## src/hw/rtl/swerve_inverse_kinematics_unit_macros.svh

```systemverilog
// assertion macros for the swerve inverse kinematics unit
// used by the top level only, no other dependencies
`ifndef SWERVE_INVERSE_KINEMATICS_UNIT_MACROS_SVH
`define SWERVE_INVERSE_KINEMATICS_UNIT_MACROS_SVH

// consequent must hold in the same cycle as the antecedent
`define SIK_ASSERT_NOW(label, clk, rstn, ante, cons, msg) \
    label: assert property (@(posedge clk) disable iff (!rstn) (ante) |-> (cons)) \
        else $error(msg);

// consequent must hold in the cycle after the antecedent
`define SIK_ASSERT_NEXT(label, clk, rstn, ante, cons, msg) \
    label: assert property (@(posedge clk) disable iff (!rstn) (ante) |=> (cons)) \
        else $error(msg);

`endif

```

## src/hw/rtl/sik_div.sv

```systemverilog
// pipelined restoring divider, one quotient bit per stage, with sideband
// depends on nothing but its parameters
`default_nettype none

module sik_div #(
    parameter int DW = 32,
    parameter int QW = 32,
    parameter int SW = 1
) (
    input  wire logic          aclk,
    input  wire logic          en,
    input  wire logic [DW-1:0] rem_in,
    input  wire logic [QW-1:0] num_in,
    input  wire logic [DW-1:0] den_in,
    input  wire logic [SW-1:0] side_in,
    output logic [QW-1:0]      quo_out,
    output logic [SW-1:0]      side_out
);

    logic [DW-1:0] rem_reg  [QW];
    logic [QW-1:0] num_reg  [QW];
    logic [DW-1:0] den_reg  [QW];
    logic [QW-1:0] quo_reg  [QW];
    logic [SW-1:0] side_reg [QW];
    logic [DW-1:0] rem_next [QW];
    logic [QW-1:0] num_next [QW];
    logic [DW-1:0] den_next [QW];
    logic [QW-1:0] quo_next [QW];
    logic [SW-1:0] side_next[QW];

    logic [DW-1:0] rem_src;
    logic [QW-1:0] num_src;
    logic [DW-1:0] den_src;
    logic [QW-1:0] quo_src;
    logic [SW-1:0] side_src;
    logic [DW:0]   trial;
    logic [DW:0]   diff;
    logic          ge;

    // shift in the next numerator bit, subtract the divisor when it fits
    always_comb begin
        rem_src  = '0;
        num_src  = '0;
        den_src  = '0;
        quo_src  = '0;
        side_src = '0;
        trial    = '0;
        diff     = '0;
        ge       = 1'b0;
        for (int k = 0; k < QW; k++) begin
            if (k == 0) begin
                rem_src  = rem_in;
                num_src  = num_in;
                den_src  = den_in;
                quo_src  = '0;
                side_src = side_in;
            end else begin
                rem_src  = rem_reg[k-1];
                num_src  = num_reg[k-1];
                den_src  = den_reg[k-1];
                quo_src  = quo_reg[k-1];
                side_src = side_reg[k-1];
            end
            trial = {rem_src, num_src[QW-1]};
            diff  = trial - {1'b0, den_src};
            ge    = (trial >= {1'b0, den_src});
            rem_next[k]  = ge ? diff[DW-1:0] : trial[DW-1:0];
            num_next[k]  = num_src << 1;
            den_next[k]  = den_src;
            quo_next[k]  = {quo_src[QW-2:0], ge};
            side_next[k] = side_src;
        end
    end

    always_ff @(posedge aclk) begin
        if (en) begin
            rem_reg  <= rem_next;
            num_reg  <= num_next;
            den_reg  <= den_next;
            quo_reg  <= quo_next;
            side_reg <= side_next;
        end
    end

    assign quo_out  = quo_reg[QW-1];
    assign side_out = side_reg[QW-1];

endmodule

`default_nettype wire

```

## config.mk

```make
export PLATFORM = sky130hd
export DESIGN_NAME = sik_div
export DESIGN_NICKNAME = d
export VERILOG_FILES = /design/src/hw/rtl/swerve_inverse_kinematics_unit_macros.svh /design/src/hw/rtl/sik_div.sv
export SDC_FILE = /design/constraint.sdc
export NUM_CORES = 2
export LEC_CHECK = 0
export BUFFER_PORTS_ARGS = -buffer_cell sky130_fd_sc_hd__buf_2
export CAP_MARGIN = 20
export CORE_MARGIN = 2
export CORE_UTILIZATION = 40
export DETAILED_ROUTE_END_ITERATION = 12
export SLEW_MARGIN = 20
export SYNTH_ARGS = -nofsm -noshare
export SYNTH_HDL_FRONTEND = slang
export SYNTH_SLANG_ARGS = --single-unit
```

## constraint.sdc

```tcl
create_clock -name aclk -period 3.8 [get_ports aclk]
set_input_delay 0.38 -clock aclk [delete_from_list [all_inputs] [get_ports aclk]]
set_output_delay 0.38 -clock aclk [all_outputs]
set_load 0.005 [all_outputs]
```

After elaboration in Yosys (flattened, before gate mapping)
Index checks and enable logic that the tools add are counted.
Storage, ports and cells
  bits of input ports: 99
  logic and storage cells: 251
  bits in registers: 3040
  output and inout bits: 33
Cells by class
  magnitude comparators: 32
  multiplexer cells: 31
  add/sub/neg operators: 31
Operator list (number)
  33-bit by 32-bit >= comparator with 1-bit output: 32
  32-bit 2-to-1 mux: 31
  32-bit subtractor: 31

Logic depth before layout (Yosys ltp)
  depth after elaboration: 2
  depth in mapped cells: 16
  mapped depth without buffers: 14

Least setup slack after synthesis
No wires, ideal clock.
  path kind: register -> register
  start point: register den_reg (netlist bit den_next[257])
  end point: register rem_reg[280] (netlist name), data pin
  library setup time: 0.260 ns
  arrival: 3.529 ns
  buffers on the path: 1
  path slack: 0.011 ns
  cell stages (with the launch flop): 15
  clock period less this slack: 3.789 ns
  data required time: 3.540 ns
  cell sequence: edfxtp_1 inv_1 ha_1 nor2b_4 o21ai_2 a21boi_2 or4_1 a31o_2 o2111a_1 a2111o_1 o311ai_2 nand3_2 a311oi_4 buf_6 mux2_2
RTL lines
  start: declaration: line sik_div.sv:22  | logic [DW-1:0] den_reg [QW];
  start signal: assignment: line sik_div.sv:79  | den_reg <= den_next;
  end signal: assignment: line sik_div.sv:77  | rem_reg <= rem_next;
  end: declaration: line sik_div.sv:20  | logic [DW-1:0] rem_reg [QW];

==> impl_metrics.json <==
{
  "grt_pass1_vias": 97200,
  "rsz0062_at_grt": "yes",
  "vias": 100000,
  "wl_um": 360000,
  "drv_cap": 0,
  "layout-drive-gt1-share": 0.138,
  "timing.setup.tns_ns": -3.54,
  "drt-initial-drc-count": 7620,
  "track_usage": 0.177,
  "end_kind": "flip-flop",
  "critPathRequiredTime_ns": 4.50,
  "peakVddDrop_mv": 0.453,
  "maxSlewHeadroom": 0.383,
  "async_flop_share": 0,
  "numCtsBuffers": 342,
  "die_w_um": 627,
  "max_freq_ghz": 0.254,
  "netlist_area_mm2": 0.155,
  "synth.avg_cell_area_um2": 12.1,
  "status": "complete, but fails checks",
  "gp_congestion": 0.912,
  "drv_slew": 0,
  "cts_tree": "yes",
  "area_growth_pct": 16.9,
  "num_rows": 228,
  "synth_nets": 14000,
  "synth_cell_types": 90,
  "ant_nets": 0,
  "start_kind": "flip-flop",
  "final_nets": 15100,
  "htreeDepth": 5,
  "yosys_warnings": 0,
  "post_dp_cell_area_mm2": 0.167,
  "ys_seq_area_frac": 0.588,
  "ys_seq_elements": 3040,
  "violations": "setup timing",
  "drc_errors": 0,
  "period_needed_ns": 3.94,
  "grt_max_degree": 164,
  "leakage_nw": 73.3,
  "synth-edff-count": 3040,
  "clk_pin_slew_ns": 0.06,
  "post_drt_wl_per_cell_um": 18.6,
  "antenna_found_initial": 6,
  "hold_viol_final": 0,
  "worst_pin_slew_ns": 0.925,
  "postSynthCellCount": 12900,
  "dp_hpwl_um": 263000,
  "first_pass_iters": 6,
  "start_util": 0.402,
  "ios": 132,
  "cts_root_buffer": "clkbuf_16",
  "setup_ws_ns": -0.142,
  "gr-total-overflow": 0,
  "setup_violations": 32,
  "die_h_um": 627,
  "design_area_mm2": 0.181,
  "dieArea_mm2": 0.393,
  "portBuffers": 131,
  "period_share": 1.04,
  "clock_latency_ns": 0.95,
  "avgViaCountPerCell": 5.18,
  "coreArea_mm2": 0.386,
  "p_per_area_mw_per_mm2": 868,
  "worstHoldPathType": "primary input to flip-flop",
  "grt_pass1_wl_um": 551000,
  "critPathMaxFanout": 6,
  "cts.sinks": 3040,
  "ys.flop_type": "edfxtp_1",
  "cts_buffer_depth": 4,
  "critical_path_arrival_ns": 4.64,
  "crit_type": "flip-flop to flip-flop",
  "fin_skew_ns": 0.0654
}
[where the power goes]
| part | leakage [nW] | switching (W) | total, W | internal [W] |
|---|---|---|---|---|
| Sequential | 29.7 | 0.00496 | 0.0533 | 0.0484 |
| Clock | 5.55 | 0.0139 | 0.0337 | 0.0198 |
| Combinational | 38.0 | 0.0382 | 0.0705 | 0.0323 |
| Total | 73.3 | 0.0571 | 0.157 | 0.100 |
[logic make-up after synthesis]
kind of cell / after synthesis / synth area share
AO/OA/AOI/OAI: 3322 / 0.133
flip-flops: 3040 / 0.588
AND/OR/NAND/NOR: 2706 / 0.0822
buffers and inverters: 1565 / 0.0383
adder cells (fa/ha/maj): 1055 / 0.0865
XOR/XNOR: 830 / 0.0468
multiplexers: 350 / 0.0252
[final cells by class]
type / instances / area [um2]
multi-input combinational: 8263 / 59000
antenna: 4 / 10.0
sequential: 3040 / 91300
timing repair buffer: 981 / 8370
inverter: 1289 / 4840
tap: 5175 / 6470
clock buffer: 391 / 8780
fill: 34600 / 205000
clock inverter: 230 / 2640
[metrics by stage]
| step | hold WS (ns) | cells | utilization | total power, W | worst slack [ns] |
|---|---|---|---|---|---|
| floorplan | 0.400 | 12900 | - | 0.0990 | 0.0109 |
| global placement | 0.400 | 18600 | 0.433 | 0.120 | -0.130 |
| finish | 0.132 | 19400 | 0.470 | 0.157 | -0.142 |
| CTS | 0.0384 | 19300 | 0.466 | 0.156 | -0.114 |
| global route | 0.0955 | 19400 | 0.470 | 0.168 | -0.234 |
| detailed placement | 0.405 | 18600 | 0.433 | 0.121 | -0.174 |
[path summary, 6_finish.rpt]
kind / end / from / depth (start not counted) / slack (ns)
setup reg to reg: rem_reg[279] / den_next[257] / 15 / -0.14
setup / recovery: rem_reg[279] / den_next[257] / 15 / -0.14
hold / removal: quo_next[961] / rem_in[31] / 6 / 0.13
hold reg to reg: quo_src[2] / quo_next[34] / 0 / 0.37
[critical path, cell delays in order (launching register included)]
cell       delay [ns]
edfxtp_1         0.39
inv_1            0.08
ha_1             0.24
nor2b_4          0.13
o21ai_2          0.15
a21boi_2         0.08
or4_4            0.44
a31o_4           0.26
o2111a_2         0.28
a2111o_1         0.41
o311ai_4         0.11
nand3_2          0.12
a311oi_4         0.31
buf_6            0.19
clkbuf_16        0.18
mux2_4           0.30
[metal layers]
metal / up-vias / wire (um) / GRT usage
met5: - / 0 / 0
met4: 0 / 11800 / 0.0564
met3: 610 / 15100 / 0.0241
met2: 2028 / 173000 / 0.302
met1: 48200 / 160000 / 0.232
li1: 49500 / - / -
[Yosys cell counts (35+ instances only)]
library cell / instances / area share
or3_1: 39 / 0.0016
a211oi_1: 53 / 0.0026
xor2_1: 344 / 0.019
and2_1: 37 / 0.0015
nor4_1: 43 / 0.0017
o211ai_1: 46 / 0.0022
clkbuf_1: 223 / 0.0054
and3_1: 83 / 0.0033
o31ai_1: 76 / 0.0037
o21a_1: 134 / 0.0065
xnor2_1: 486 / 0.027
ha_1: 1024 / 0.083
nand2b_1: 136 / 0.0055
nand4_1: 163 / 0.0066
inv_1: 1289 / 0.031
buf_2: 35 / 0.0011
nor2_1: 685 / 0.017
nand3_1: 197 / 0.0064
nor2b_1: 168 / 0.0068
or2_2: 35 / 0.0014
nand2_1: 904 / 0.022
edfxtp_1: 3040 / 0.59
mux2_2: 330 / 0.024
o21ai_0: 852 / 0.027
a31oi_1: 100 / 0.0040
o21bai_1: 129 / 0.0062
a21oi_1: 1042 / 0.034
o31a_1: 46 / 0.0026
nor3_1: 123 / 0.0040
a21o_1: 504 / 0.024
[timing repair]
action | CTS | global route
resized for setup | 42 | 201
buffers inserted | 20 | 38
setup endpoints to repair | 115 | 626
hold endpoints to repair | 117 | 0
hold buffers | 97 | 0
gates cloned | 2 | 15
pin swaps | 6 | 55
[cells in the final DEF, fill, tap and decap left out, types with 44 or more instances in the layout]
| master | netlist | final |
|---|---|---|
| o21bai_1 | 129 | 129 |
| nor3_1 | 123 | 118 |
| nand3_1 | 197 | 196 |
| nand2b_1 | 136 | 136 |
| o21ai_1 | 14 | 45 |
| o31ai_1 | 76 | 63 |
| nor2b_1 | 168 | 166 |
| nand2_1 | 904 | 902 |
| and3_1 | 83 | 83 |
| nor2_1 | 685 | 685 |
| nand4_1 | 163 | 163 |
| inv_1 | 1289 | 1284 |
| dlygate4sd3_1 | 0 | 97 |
| o21ai_0 | 852 | 808 |
| bufinv_16 | 0 | 44 |
| xor2_1 | 344 | 344 |
| o31a_1 | 46 | 44 |
| clkbuf_1 | 223 | 47 |
| o21a_1 | 134 | 133 |
| ha_1 | 1024 | 1016 |
| a21oi_1 | 1042 | 1015 |
| a31oi_1 | 100 | 92 |
| a211oi_1 | 53 | 44 |
| buf_12 | 0 | 60 |
| buf_2 | 35 | 132 |
| a21o_1 | 504 | 503 |
| buf_4 | 0 | 665 |
| mux2_2 | 330 | 299 |
| o211ai_1 | 46 | 46 |
| clkbuf_16 | 0 | 358 |
| edfxtp_1 | 3040 | 3040 |
| clkinv_1 | 0 | 61 |
| xnor2_1 | 486 | 486 |
| clkinv_2 | 0 | 61 |
(Power assumes the default switching activity.)
